--- src/sv/avr_rel_pkg.sv ---
// shared types and constants for the avr elf relocation patcher
// no dependencies; imported by every module of the block
`default_nettype none

package avr_rel_pkg;

    localparam int unsigned ADDR_W    = 32;
    localparam int unsigned DYN_W     = 16;
    localparam int unsigned KIND_W    = 5;
    localparam int unsigned LEN_W     = 3;
    localparam int unsigned CFG_IDX_W = 1;
    localparam int unsigned K_W       = 16;

    // configuration register indexes
    localparam logic [CFG_IDX_W-1:0] CFG_BASE = 1'b0;
    localparam logic [CFG_IDX_W-1:0] CFG_SECT = 1'b1;

    // relocation types, avr elf abi numbering
    localparam logic [KIND_W-1:0] K_NONE        = 5'd0;
    localparam logic [KIND_W-1:0] K_32          = 5'd1;
    localparam logic [KIND_W-1:0] K_7_PCREL     = 5'd2;
    localparam logic [KIND_W-1:0] K_13_PCREL    = 5'd3;
    localparam logic [KIND_W-1:0] K_16          = 5'd4;
    localparam logic [KIND_W-1:0] K_16_PM       = 5'd5;
    localparam logic [KIND_W-1:0] K_LO8_LDI     = 5'd6;
    localparam logic [KIND_W-1:0] K_HI8_LDI     = 5'd7;
    localparam logic [KIND_W-1:0] K_HH8_LDI     = 5'd8;
    localparam logic [KIND_W-1:0] K_LO8_LDI_NEG = 5'd9;
    localparam logic [KIND_W-1:0] K_HI8_LDI_NEG = 5'd10;
    localparam logic [KIND_W-1:0] K_HH8_LDI_NEG = 5'd11;
    localparam logic [KIND_W-1:0] K_LO8_LDI_PM  = 5'd12;
    localparam logic [KIND_W-1:0] K_HI8_LDI_PM  = 5'd13;
    localparam logic [KIND_W-1:0] K_HH8_LDI_PM  = 5'd14;
    localparam logic [KIND_W-1:0] K_LO8_PM_NEG  = 5'd15;
    localparam logic [KIND_W-1:0] K_HI8_PM_NEG  = 5'd16;
    localparam logic [KIND_W-1:0] K_HH8_PM_NEG  = 5'd17;
    localparam logic [KIND_W-1:0] K_CALL        = 5'd18;

    // write lengths
    localparam logic [LEN_W-1:0] LEN_NONE = 3'd0;
    localparam logic [LEN_W-1:0] LEN_HALF = 3'd2;
    localparam logic [LEN_W-1:0] LEN_FULL = 3'd4;

    // status codes
    localparam logic ST_OK      = 1'b0;
    localparam logic ST_NO_DYN  = 1'b1;

    typedef struct packed {
        logic [KIND_W-1:0]        kind;
        logic [ADDR_W-1:0]        site_offset;
        logic [ADDR_W-1:0]        symbol_value;
        logic signed [ADDR_W-1:0] addend;
        logic                     is_dynamic_function;
        logic [DYN_W-1:0]         dynamic_address;
        logic [ADDR_W-1:0]        original_word;
    } t_rel_in;

    typedef struct packed {
        logic                     status;
        logic [LEN_W-1:0]         write_length;
        logic [ADDR_W-1:0]        write_offset;
        logic [ADDR_W-1:0]        patched_word;
    } t_rel_out;

    // resolved target handed from address unit to patch unit
    typedef struct packed {
        logic                     status;
        logic [ADDR_W-1:0]        addr;
        logic [ADDR_W-1:0]        neg;
        logic [K_W-1:0]           pcrel_k;
    } t_addr_info;

endpackage

`default_nettype wire

--- src/sv/avr_rel_addr.sv ---
// target address resolution: absolute sum, dynamic address, negation, pc-relative offset
// depends on avr_rel_pkg
`default_nettype none

module avr_rel_addr (
    input  avr_rel_pkg::t_rel_in                 i_rel,
    input  logic [avr_rel_pkg::ADDR_W-1:0]       i_base_sect,
    output avr_rel_pkg::t_addr_info              o_info
);
    import avr_rel_pkg::*;

    logic [ADDR_W-1:0] sym_add;
    logic [ADDR_W-1:0] abs_addr;
    logic [K_W-1:0]    tgt_w;
    logic [K_W-1:0]    pc_w;

    always_comb begin
        sym_add  = i_rel.symbol_value + ADDR_W'(unsigned'(i_rel.addend));
        abs_addr = i_base_sect + sym_add;
        // word addresses for the relative jump
        tgt_w    = sym_add[K_W:1];
        pc_w     = i_rel.site_offset[K_W:1];

        if (i_rel.is_dynamic_function) begin
            o_info.addr   = {{(ADDR_W-DYN_W){1'b0}}, i_rel.dynamic_address};
            o_info.status = (i_rel.dynamic_address == '0) ? ST_NO_DYN : ST_OK;
        end else begin
            o_info.addr   = abs_addr;
            o_info.status = ST_OK;
        end
        o_info.neg     = '0 - o_info.addr;
        o_info.pcrel_k = tgt_w - pc_w - K_W'(1);
    end

endmodule

`default_nettype wire

--- src/sv/avr_rel_patch.sv ---
// instruction byte patching per relocation type
// depends on avr_rel_pkg
`default_nettype none

module avr_rel_patch (
    input  logic [avr_rel_pkg::KIND_W-1:0]  i_kind,
    input  logic [avr_rel_pkg::ADDR_W-1:0]  i_word,
    input  avr_rel_pkg::t_addr_info         i_info,
    output logic [avr_rel_pkg::LEN_W-1:0]   o_len,
    output logic [avr_rel_pkg::ADDR_W-1:0]  o_word
);
    import avr_rel_pkg::*;

    logic [ADDR_W-1:0] addr_sh1;
    logic [ADDR_W-1:0] neg_sh1;
    logic [7:0]        ldi_v;
    logic [ADDR_W-1:0] ldi_word;
    logic [ADDR_W-1:0] word;
    logic [LEN_W-1:0]  len;

    always_comb begin
        addr_sh1 = i_info.addr >> 1;
        neg_sh1  = i_info.neg >> 1;
        word     = i_word;
        len      = LEN_HALF;
        ldi_v    = '0;

        case (i_kind)
            K_LO8_LDI:     ldi_v = i_info.addr[7:0];
            K_HI8_LDI:     ldi_v = i_info.addr[15:8];
            K_HH8_LDI:     ldi_v = i_info.addr[23:16];
            K_LO8_LDI_NEG: ldi_v = i_info.neg[7:0];
            K_HI8_LDI_NEG: ldi_v = i_info.neg[15:8];
            K_HH8_LDI_NEG: ldi_v = i_info.neg[23:16];
            K_LO8_LDI_PM:  ldi_v = addr_sh1[7:0];
            K_HI8_LDI_PM:  ldi_v = addr_sh1[15:8];
            K_HH8_LDI_PM:  ldi_v = addr_sh1[23:16];
            K_LO8_PM_NEG:  ldi_v = neg_sh1[7:0];
            K_HI8_PM_NEG:  ldi_v = neg_sh1[15:8];
            K_HH8_PM_NEG:  ldi_v = neg_sh1[23:16];
            default:       ldi_v = '0;
        endcase

        // ldi immediate: low nibble of each of the two opcode bytes
        ldi_word = {i_word[31:12], ldi_v[7:4], i_word[7:4], ldi_v[3:0]};

        case (i_kind)
            K_NONE, K_32, K_7_PCREL: begin
                len = LEN_NONE;
            end
            K_13_PCREL: begin
                word = {i_word[31:12], i_info.pcrel_k[11:0]};
            end
            K_16: begin
                word = {i_word[31:16], i_info.addr[15:0]};
            end
            K_16_PM: begin
                word = {i_word[31:16], addr_sh1[15:0]};
            end
            K_LO8_LDI, K_HI8_LDI, K_HH8_LDI,
            K_LO8_LDI_NEG, K_HI8_LDI_NEG, K_HH8_LDI_NEG,
            K_LO8_LDI_PM, K_HI8_LDI_PM, K_HH8_LDI_PM,
            K_LO8_PM_NEG, K_HI8_PM_NEG, K_HH8_PM_NEG: begin
                word = ldi_word;
            end
            K_CALL: begin
                word = {addr_sh1[15:0], i_word[15:0]};
                len  = LEN_FULL;
            end
            default: begin
                len = LEN_NONE;
            end
        endcase

        // missing dynamic address: nothing written
        if (i_info.status == ST_NO_DYN) begin
            len = LEN_NONE;
        end
        o_len  = len;
        o_word = (len == LEN_NONE) ? i_word : word;
    end

endmodule

`default_nettype wire

--- src/sv/avr_elf_relocation_patcher.sv ---
// top level of the avr elf relocation patcher: config registers, input and result stages
// depends on avr_rel_pkg, avr_rel_addr, avr_rel_patch
//
//   port group   direction  handshake                 payload
//   in           sink       i_in_valid / o_in_stall   i_in_data  (t_rel_in)
//   out          source     o_out_valid / i_out_stall o_out_data (t_rel_out)
//   cfg          sink       i_cfg_we                  i_cfg_idx, i_cfg_data
//
// one transaction per cycle sustained while i_out_stall stays low; an accepted
// transaction passes the input register, then the result register, and is held
// in the result register while i_out_stall is high
// the path between the two registers is two 32-bit adds and a negation in series,
// plus byte selection
// synchronous active-low reset clears valids, the two config registers and their sum
// a stalled result holds its register; the input stage keeps taking transactions
// until both stages are full, then o_in_stall rises
`default_nettype none

module avr_elf_relocation_patcher (
    input  logic                                  i_clk,
    input  logic                                  i_rst_n,
    input  logic                                  i_in_valid,
    output logic                                  o_in_stall,
    input  avr_rel_pkg::t_rel_in                  i_in_data,
    output logic                                  o_out_valid,
    input  logic                                  i_out_stall,
    output avr_rel_pkg::t_rel_out                 o_out_data,
    input  logic                                  i_cfg_we,
    input  logic [avr_rel_pkg::CFG_IDX_W-1:0]     i_cfg_idx,
    input  logic [avr_rel_pkg::ADDR_W-1:0]        i_cfg_data
);
    import avr_rel_pkg::*;

    // configuration
    logic [ADDR_W-1:0] r_base;
    logic [ADDR_W-1:0] r_sect;
    logic [ADDR_W-1:0] r_base_sect;   // base plus section, updated with each register write

    // input stage
    logic              r_s1_valid;
    t_rel_in           r_s1;

    // result stage
    logic              r_out_valid;
    t_rel_out          r_out;
    t_rel_out          n_out;

    logic              out_ready;
    logic              s1_ready;
    logic              in_take;
    logic              s1_move;

    t_addr_info        info;
    logic [LEN_W-1:0]  patch_len;
    logic [ADDR_W-1:0] patch_word;

    // handshake: result register frees when empty or taken downstream
    assign out_ready  = !r_out_valid || !i_out_stall;
    assign s1_move    = r_s1_valid && out_ready;
    assign s1_ready   = !r_s1_valid || out_ready;
    assign o_in_stall = !s1_ready;
    assign in_take    = i_in_valid && s1_ready;

    // precomputed sum so the per-transaction path carries one fewer adder
    always_ff @(posedge i_clk) begin
        if (!i_rst_n) begin
            r_base      <= '0;
            r_sect      <= '0;
            r_base_sect <= '0;
        end else if (i_cfg_we) begin
            case (i_cfg_idx)
                CFG_BASE: begin
                    r_base      <= i_cfg_data;
                    r_base_sect <= i_cfg_data + r_sect;
                end
                CFG_SECT: begin
                    r_sect      <= i_cfg_data;
                    r_base_sect <= r_base + i_cfg_data;
                end
                default:  r_base <= r_base;
            endcase
        end
    end

    always_ff @(posedge i_clk) begin
        if (!i_rst_n) begin
            r_s1_valid <= 1'b0;
        end else if (s1_ready) begin
            r_s1_valid <= i_in_valid;
        end
    end

    always_ff @(posedge i_clk) begin
        if (in_take) begin
            r_s1 <= i_in_data;
        end
    end

    avr_rel_addr u_addr (
        .i_rel       (r_s1),
        .i_base_sect (r_base_sect),
        .o_info      (info)
    );

    avr_rel_patch u_patch (
        .i_kind (r_s1.kind),
        .i_word (r_s1.original_word),
        .i_info (info),
        .o_len  (patch_len),
        .o_word (patch_word)
    );

    always_comb begin
        n_out.status       = info.status;
        n_out.write_length = patch_len;
        n_out.write_offset = r_sect + r_s1.site_offset;
        n_out.patched_word = patch_word;
    end

    always_ff @(posedge i_clk) begin
        if (!i_rst_n) begin
            r_out_valid <= 1'b0;
        end else if (out_ready) begin
            r_out_valid <= r_s1_valid;
        end
    end

    always_ff @(posedge i_clk) begin
        if (s1_move) begin
            r_out <= n_out;
        end
    end

    assign o_out_valid = r_out_valid;
    assign o_out_data  = r_out;

    // upstream is only held off while the input stage holds a transaction
    a_stall_needs_s1: assert property (@(posedge i_clk) disable iff (!i_rst_n)
        o_in_stall |-> r_s1_valid)
        else $error("input stalled with empty input stage");

    // a result appears only after a transaction sat in the input stage
    a_out_from_s1: assert property (@(posedge i_clk) disable iff (!i_rst_n)
        $rose(r_out_valid) |-> $past(r_s1_valid))
        else $error("result valid without a source transaction");

    // lengths are none, half or full
    a_len_legal: assert property (@(posedge i_clk) disable iff (!i_rst_n)
        r_out_valid |-> (r_out.write_length == LEN_NONE ||
                         r_out.write_length == LEN_HALF ||
                         r_out.write_length == LEN_FULL))
        else $error("illegal write length");

    // a failed dynamic lookup never writes
    a_err_no_write: assert property (@(posedge i_clk) disable iff (!i_rst_n)
        (r_out_valid && r_out.status == ST_NO_DYN) |-> (r_out.write_length == LEN_NONE))
        else $error("write requested on failed dynamic lookup");

endmodule

`default_nettype wire
--- config.mk ---
export PLATFORM = sky130hd
export DESIGN_NAME = avr_elf_relocation_patcher
export DESIGN_NICKNAME = d
export VERILOG_FILES = /design/src/sv/avr_rel_pkg.sv /design/src/sv/avr_rel_addr.sv /design/src/sv/avr_rel_patch.sv /design/src/sv/avr_elf_relocation_patcher.sv
export SDC_FILE = /design/constraint.sdc
export NUM_CORES = 1
export LEC_CHECK = 0
export BUFFER_PORTS_ARGS = -buffer_cell sky130_fd_sc_hd__buf_2
export CORE_MARGIN = 2
export CORE_UTILIZATION = 30
export DETAILED_ROUTE_END_ITERATION = 8
export PLACE_DENSITY = 0.47
export SYNTH_ARGS = -nofsm -noshare
export SYNTH_HDL_FRONTEND = slang
export SYNTH_SLANG_ARGS = --single-unit
--- constraint.sdc ---
create_clock -name i_clk -period 20.8 [get_ports i_clk]
set_input_delay 0 -clock i_clk [delete_from_list [all_inputs] [get_ports i_clk]]
set_output_delay 0 -clock i_clk [all_outputs]
set_load 0.02 [all_outputs]
==> Word-level counts from Yosys, hierarchy flattened <==
Cells that the tools add are included.
{ "op_classes": {"add_sub_neg": 8, "multipliers": 0, "div": 0, "order_cmp": 0, "eq_ne": 16, "shift": 0, "muxes": 8, "bitwise": 1, "reduce_logical": 14} }
{ "op_table": {"columns": ["cell", "n"], "rows": [
  ["$add A32 B32 Y32", 5],
  ["$pmux W32 S5", 1],
  ["$pmux W8 S12", 1],
  ["$pmux W32 S2", 1],
  ["$eq A5 B4 Y1 const B", 8],
  ["$mux W33", 1],
  ["$mux W32", 1],
  ["$sub A1 B25 Y25 const A", 1],
  ["$eq A5 B3 Y1 const B", 4],
  ["$logic_not A16 Y1", 1],
  ["$eq A5 B5 Y1 const B", 3],
  ["$reduce_or A15 Y1", 1],
  ["$reduce_or A12 Y1", 1],
  ["$sub A12 B1 Y12 const B", 1],
  ["$sub A12 B12 Y12", 1],
  ["$pmux W3 S2", 1],
  ["$eq A5 B2 Y1 const B", 1],
  ["$logic_not A1 Y1", 4],
  ["$reduce_and A2 Y1", 2],
  ["$logic_not A3 Y1", 1],
  ["$mux W3", 1],
  ["$logic_and A1 B1 Y1", 2],
  ["$logic_or A1 B1 Y1", 2],
  ["$mux W1", 1],
  ["$not A1 Y1", 1]
]} }
{ "word_totals": {"ff_bits": 316, "latchBits": 0, "ramBits": 0, "mem_bits_ro": 0, "input_bits": 188, "out_inout_bits": 70, "word_cells": 63, "memories": 0} }

==> Logic depth before layout (Yosys ltp) <==
Gate-level depths: netlist (run 1).
{ "logic_depth": {"depth_word": 7, "depth_mapped": 25, "mapped_depth_nobuf": 24} }

==> Cells and area by module <==
From an unflattened synthesis (run 1), not the netlist that was laid out.
{ "unflattened": {"hier_cells": 2063, "area_unflattened_um2": 20328.2} }
{ "modules_own_cells": {"columns": ["mod", "instances", "cells_each", "area_each_um2", "seq_area_each_um2"], "rows": [
  ["avr_elf_relocation_patcher", 1, 1090, 13471.7, 8508.2],
  ["avr_rel_addr", 1, 741, 5109.9, 0.0],
  ["avr_rel_patch", 1, 232, 1746.7, 0.0]
]} }

==> Worst setup path before layout (run 1) <==
No wires, ideal clock.
{ "synth_path": {"path_type": "reg2reg", "from": "register r_out_valid (netlist: o_out_valid)", "to": "register r_s1[0] (netlist name), enable pin", "setup_time_ps": 646, "arrival_ps": 6620, "path_slack_ps": 13534, "path_stages_with_launch": 3, "period_less_slack_ps": 7266, "path_cell_list": "dfxtp_1 -> and3_1 -> nor2b_1"} }
{ "synth_via": {"elab_chain_len": 4} }
{ "synth_rtl": {"columns": ["element", "line_no", "text"], "rows": [
  ["start: declaration", "avr_elf_relocation_patcher.sv:44", "logic r_out_valid;"],
  ["start signal: assignment", "avr_elf_relocation_patcher.sv:124", "r_out_valid <= r_s1_valid;"],
  ["$logic_not A1 Y1", "avr_elf_relocation_patcher.sv:58", "assign out_ready = !r_out_valid || !i_out_stall;"],
  ["$logic_or A1 B1 Y1", "avr_elf_relocation_patcher.sv:58", null],
  ["$logic_or A1 B1 Y1", "avr_elf_relocation_patcher.sv:60", "assign s1_ready = !r_s1_valid || out_ready;"],
  ["$logic_and A1 B1 Y1", "avr_elf_relocation_patcher.sv:62", "assign in_take = i_in_valid && s1_ready;"],
  ["net in_take", "avr_elf_relocation_patcher.sv:50", "logic in_take;"],
  ["end signal: assignment", "avr_elf_relocation_patcher.sv:95", "r_s1 <= i_in_data;"],
  ["end: declaration", "avr_elf_relocation_patcher.sv:41", "t_rel_in r_s1;"]
]} }
The timed path passes the listed nets, and every way through them passes these cells.
A chain may end at the register's enable or synchronous reset.

==> out/summary.txt, run 1 <==
status: finished, final reports clean
reg2reg path depth: 25
share of cells above drive strength 1: 16.9%
Final period util: 31.7%
final hold violations: 0
register area share after synthesis: 44.0%
Sum Neg Setup Slack: 0 ns
cell area after layout: 22,500 µm²
CP Launch Type: flop
post_cts resized: 0
Syn Area/Cell: 9.93 µm²
per-cell routed wire length: 18.3 µm
Reg area: 7780 µm²
Final Setup Violations: 0
number of synthesized flops with an enable pin: 203
Clk pin slew, worst setup/hold paths: 0.06 ns
CP most frequent cell: a21oi_1
die height: 247 µm
via count: 14,900
Final min period: 6.60 ns
CTS Sinks: 287
dominant cell type by area after synthesis: edfxtp_1
clk root buf: clkbuf_16
CP Max Fanout: 5
drt total wl: 54.3 mm
Syn. warnings: 0
post-synthesis async set-or-reset flop share: 0%
Core Box Area: 57,900 µm²
mapped cell area: 17,700 µm²
vias in the first global route: 14,700
CTS buffer count: 35
Worst-Margin Slew: 1.19 ns
DRT iter0 DRCs: 772
Hold Path Depth: 4
top post-synthesis cells by area: edfxtp_1, dfxtp_1, ha_1
Critical Path RT: 21.10 ns
PortBufs: 242
DP HPWL: 40.4 mm
DRC viols: 0
DR vias/cell: 5.00
Rel. slew slack: 20.8%
CP endpoint kind: flop
RSZ-0062 raised after global routing: no
post-synthesis cell count: 1,779
first-pass GRT wire length: 82.3 mm
total grt overflow: 0
post-synth top area share: 34.5%
HP Class: primary input to flop
crit path launch: r_s1[50]
CP max stage delay: 0.63 ns
Global Route Usage Sum: 17.4%
CTS Hold Buffers Added: 171
max-slew violations: 0
Post-DP Area: 19,700 µm²
setup bufs post-CTS: 0
IO Pins: 258
# rows: 88
Slowest-stage cell, CP: a2111oi_0
Netlist cell types: 97
Fill cells: 5,867
Post-Place Cells: 2,737
Worst Clk Skew: 0.0230 ns
GPL Wtd Cong: 0.869
area used by multi-input combinational logic: 9450 µm²
Setup Crit Path Kind: flop to flop
data arrival time of the worst path: 6.90 ns
ANT nets after route: 0
peak supply drop: 0.0000647 V
initial antenna violation count: 3
Reg-to-Reg Start: r_s1[50]
post-layout util: 38.9%
PD cells: 77.6 nW/µm²
H-tree levels: 2
Syn Nets: 2,091
total power: 1.75 mW
fin nets: 2,492
area delta synth->final: 27.5%
largest net degree at the start of global routing: 96
Hold Path End: r_base_sect[18]
LEAKAGE: 9.22 nW
ys flop type: edfxtp_1
FMAX: 0.152 GHz
Layout Cells excl Fill: 2,973
CTS max path bufs: 3
drt pass-1 iters: 5
worst-skew pair later-pin latency: 0.57 ns
CTS tree: done
RR Endpoint: o_out_data[10]
Yosys reg bits: 287
Initial Util: 30.5%
hold wc startpoint: i_cfg_we
die area: 60,800 µm²
FF-to-FF setup slack: 14.20 ns
max-cap violation count: 0
width of the die: 247 µm
where the power goes:
part | internal (mW) | switching [mW]
clock network | 0.334 | 0.256
logic | 0.195 | 0.292
registers | 0.653 | 0.0184
total | 1.18 | 0.567
metrics by stage:
step,hold WS (ns),worst slack (ns)
6_report,0.0481,14.20
4_1_cts,0.00889,14.25
3_5_place_dp,0.178,14.31
2_1_floorplan,0.0989,13.53
5_1_grt,0.0531,13.67
3_3_place_gp,0.177,14.31
critical path, delay by kind of cell (launching register included):
kind	cells	cell delay (ns)
XOR/XNOR	1	0.09
flip-flops	1	0.39
AND/OR/NAND/NOR	5	1.21
AO/OA/AOI/OAI	15	3.71
buffers and inverters	1	0.22
multiplexers	1	0.20
adder cells (fa/ha/maj)	2	0.52
final cells by class:
cell class,instances,share of cell area (%)
tap,765,4.25
inverter,55,0.916
sequential,287,34.5
clock inverter,15,0.761
clock buffer,47,4.13
antenna,3,0.0333
multi-input combinational,1374,41.9
timing repair buffer,427,13.4
sequential cells by signal, summed over array words and instances, names as in the netlist:
signal and cells:
r_s1 136, o_out_data 67, r_sect 32, r_s1_valid 1
r_base_sect 25, r_base 25, o_out_valid 1
how the worst max path moves through the flow:
| stage | endpoint | slack [ns] | cells after the start |
|---|---|---|---|
| after floorplan | r_s1[0] | 13.53 | 2 |
| after global placement | o_out_data[10] | 14.31 | 23 |
| after CTS | o_out_data[10] | 14.25 | 25 |
| after detailed placement | o_out_data[10] | 14.31 | 25 |
| final | o_out_data[10] | 14.20 | 25 |
| after global routing | o_out_data[10] | 13.67 | 25 |
logic make-up after synthesis:
| kind of cell | count (synthesis) | synth area share (%) |
|---|---|---|
| AO/OA/AOI/OAI | 496 | 19.5 |
| other | 1 | 0.0212 |
| adder cells (fa/ha/maj) | 124 | 9.00 |
| multiplexers | 58 | 3.49 |
| AND/OR/NAND/NOR | 596 | 16.4 |
| buffers and inverters | 118 | 2.61 |
| XOR/XNOR | 99 | 4.99 |
| flip-flops | 287 | 44.0 |
layer usage:
layer	GRT usage, %	vias to the layer above	part of all wire, %
li1	-	7432	-
met1	22.7	7077	45
met2	29.9	303	48
met3	2.25	61	4.0
met4	5.33	0	2.4
met5	0	-	0
cell usage after synthesis, drive strengths merged, types with 7 or more instances:
| library cell | count |
|---|---|
| or4 | 10 |
| a211oi | 25 |
| o21ai | 76 |
| a21oi | 108 |
| mux2i | 30 |
| a2111oi | 8 |
| and3 | 13 |
| ha | 119 |
| nor2b | 38 |
| a21o | 43 |
| o31ai | 8 |
| buf | 16 |
| a211o | 7 |
| nand4 | 14 |
| mux2 | 28 |
| or3 | 9 |
| edfxtp | 203 |
| or2 | 8 |
| a21boi | 63 |
| o21a | 24 |
| clkbuf | 47 |
| dfxtp | 84 |
| nor3b | 8 |
| xor2 | 26 |
| o211a | 7 |
| nand2b | 14 |
| o21bai | 19 |
| o221ai | 12 |
| nand3 | 45 |
| nand2 | 221 |
| nor4 | 11 |
| inv | 55 |
| and2 | 17 |
| nor3 | 42 |
| nor2 | 124 |
| xnor2 | 72 |
| a31oi | 19 |
placed cells by master, fill, tap and decap left out, types with 10 or more instances in the layout:
master,instances
buf_2,242
nand2_1,220
edfxtp_1,203
dlygate4sd3_1,171
nor2_1,123
ha_1,119
a21oi_1,107
dfxtp_1,84
xnor2_1,72
o21ai_0,67
a21boi_0,62
inv_1,54
nand3_1,45
a21o_1,41
nor3_1,41
nor2b_1,37
clkbuf_16,35
mux2i_1,30
mux2_2,28
xor2_1,26
o21a_1,24
a211oi_1,24
o21bai_1,19
a31oi_1,18
and2_1,16
nand2b_1,14
buf_4,14
and3_1,13
nand4_1,13
o221ai_1,11
clkbuf_1,11
or4_1,10
(Power assumes the default switching activity.)
==> inputs of run 2 (changes only) <==
==> constraint.sdc (replaced) <==
create_clock -name i_clk -period 6.5 [get_ports i_clk]
set_input_delay 0 -clock i_clk [delete_from_list [all_inputs] [get_ports i_clk]]
set_output_delay 0 -clock i_clk [all_outputs]
set_load 0.02 [all_outputs]
==> run 2 against run 1 <==
Compared with the run above: combinational power increased to 3.2 times the previous value; first-iteration DRC count increased by 5.8%; clock skew decreased by 0.0057 ns; worst hold slack improved by 0.027 ns; global-route usage increased by 0.14 points; critical path type unchanged.
==> out/summary.txt, run 2 (synthesis results as in run 1) <==
status: finished, final reports clean
first-pass GRT wire length: 83.3 mm (+1.2%)
max-slew violations: 0 (unchanged)
drt total wl: 54.6 mm (+0.62%)
Clk pin slew, worst setup/hold paths: 0.06 ns (about the same)
CP max stage delay: 0.63 ns (about the same)
largest reg by FF count: r_s1
reg2reg path depth: 25 (unchanged)
Hold Path Depth: 3 (-1)
FF-to-FF setup slack: 0.44 ns (-13.76 ns)
DRT iter0 DRCs: 817 (+5.8%)
Reg-to-Reg Start: r_s1[50]
Final Setup Violations: 0 (unchanged)
Layout Cells excl Fill: 2,986 (+0.44%)
final hold violations: 0 (unchanged)
Worst Clk Skew: 0.0173 ns (-0.00569 ns)
CTS Sinks: 287 (unchanged)
Worst-Margin Slew: 1.17 ns (-0.0128 ns)
total grt overflow: 0 (unchanged)
Fill cells: 5,877 (+0.17%)
Slowest-stage cell, CP: or4b_2
share of cells above drive strength 1: 17.8% (+0.90 points)
drt pass-1 iters: 7 (+2)
CTS buffer count: 37 (+5.7%)
Sum Neg Setup Slack: 0 ns (unchanged)
Setup Crit Path Kind: flop to flop
die area: 60,800 µm² (unchanged)
post-layout util: 39.2% (+0.30 points)
# rows: 88 (unchanged)
RR Endpoint: o_out_data[10]
data arrival time of the worst path: 6.35 ns (-0.55 ns)
vias in the first global route: 15,000 (+2.2%)
DR vias/cell: 5.03 (+0.51%)
CP most frequent cell: a21oi_1
Critical Path RT: 6.78 ns (-14.32 ns)
PortBufs: 242 (unchanged)
Initial Util: 30.5% (unchanged)
die height: 247 µm (unchanged)
Worst Hold Margin: 0.0753 ns (+0.0272 ns)
worst-skew pair later-pin latency: 0.54 ns (-0.03 ns)
IO Pins: 258 (unchanged)
total power: 5.73 mW (+230%)
Core Box Area: 57,900 µm² (unchanged)
H-tree levels: 2 (unchanged)
Post-Place Cells: 2,744 (+0.26%)
Hold Path End: r_base_sect[18]
DP HPWL: 40.5 mm (+0.24%)
initial antenna violation count: 4 (+1)
area delta synth->final: 28.5%
GPL Wtd Cong: 0.850 (-2.2%)
commonest non-fill, non-tap cell in the layout: buf_2
per-cell routed wire length: 18.3 µm (+0.18%)
LEAKAGE: 9.33 nW (+1.2%)
RSZ-0062 raised after global routing: no
Largest register FFs: 136 (unchanged)
Final min period: 6.06 ns (-0.536 ns)
Rel. slew slack: 21.6% (+0.86 points)
HP Class: primary input to flop
CP endpoint kind: flop
DRC viols: 0 (unchanged)
width of the die: 247 µm (unchanged)
Final period util: 93.2% (+62 points)
setup bufs post-CTS: 0 (unchanged)
clk root buf: clkbuf_16
CTS max path bufs: 3 (unchanged)
CP Launch Type: flop
commonest cells after routing, fill and taps aside: buf_2, nand2_1, edfxtp_1, dlygate4sd3_1, nor2_1
CP Max Fanout: 5 (unchanged)
PD cells: 253 nW/µm² (+230%)
fin nets: 2,501 (+0.36%)
CTS tree: done
largest net degree at the start of global routing: 111 (+16%)
FMAX: 0.165 GHz (+8.8%)
Global Route Usage Sum: 17.6% (+0.14 points)
via count: 15,000 (+0.95%)
hold wc startpoint: i_cfg_we
peak supply drop: 0.000186 V (+190%)
ANT nets after route: 0 (unchanged)
max-cap violation count: 0 (unchanged)
==> run 2: timing repair <==
action | CTS | global route
endpoints found under the setup margin | 0 | 7
hold endpoints to repair | 197 | 0
gates resized for setup | 0 | 5
hold buffers | 171 | 0
==> run 2: worst max-delay path by stage <==
stage | from | to
floorplan | o_out_valid | o_out_data[0]
global placement | r_s1[50] | o_out_data[10]
detailed placement | r_s1[50] | o_out_data[10]
CTS | r_s1[50] | o_out_data[10]
global route | r_s1[50] | o_out_data[11]
finish | r_s1[50] | o_out_data[10]
==> run 2: report_power, final <==
part / leakage [nW] / internal, mW / switching, mW
sequential: 2.65 / 2.09 / 0.0605
clock: 0.598 / 1.19 / 0.814
combinational: 6.09 / 0.641 / 0.937
total: 9.33 / 3.92 / 1.81
==> run 2: cell type report <==
cell class	instances	area, µm²	area share, %
Clock inverter	20	136	0.601
Sequential cell	287	7780	34.3
Clock buffer	47	1060	4.65
Multi-Input combinational cell	1374	9470	41.7
Antenna cell	4	10.0	0.0441
Inverter	55	206	0.909
Timing Repair Buffer	434	3090	13.6
Tap cell	765	957	4.22
==> run 2: critical path, delay by kind of cell (launching register included) <==
kind,cells,cell delay (ns)
mux,1,0.19
simple gates,6,1.24
fa+ha+maj,2,0.60
xor+xnor,1,0.14
compound gates,14,3.04
flops,1,0.40
buf+inv,1,0.21
==> run 2: metal layers <==
metal  up-vias  track usage (%)  routed length (µm)
met2       339             29.9               26200
li1       7475                -                   -
met5         -                0                   0
met1      7122             22.6               24500
met3        78             3.08                2600
met4         0             5.37                1350
==> run 2: metrics by stage <==
| step | worst slack [ns] | instance area [µm²] |
|---|---|---|
| after floorplan | 0.674 | 17700 |
| after global placement | 0.299 | 19800 |
| after detailed placement | 0.130 | 19800 |
| after CTS | 0.106 | 22700 |
| after global routing | 0.00160 | 22700 |
| final | 0.439 | 22700 |
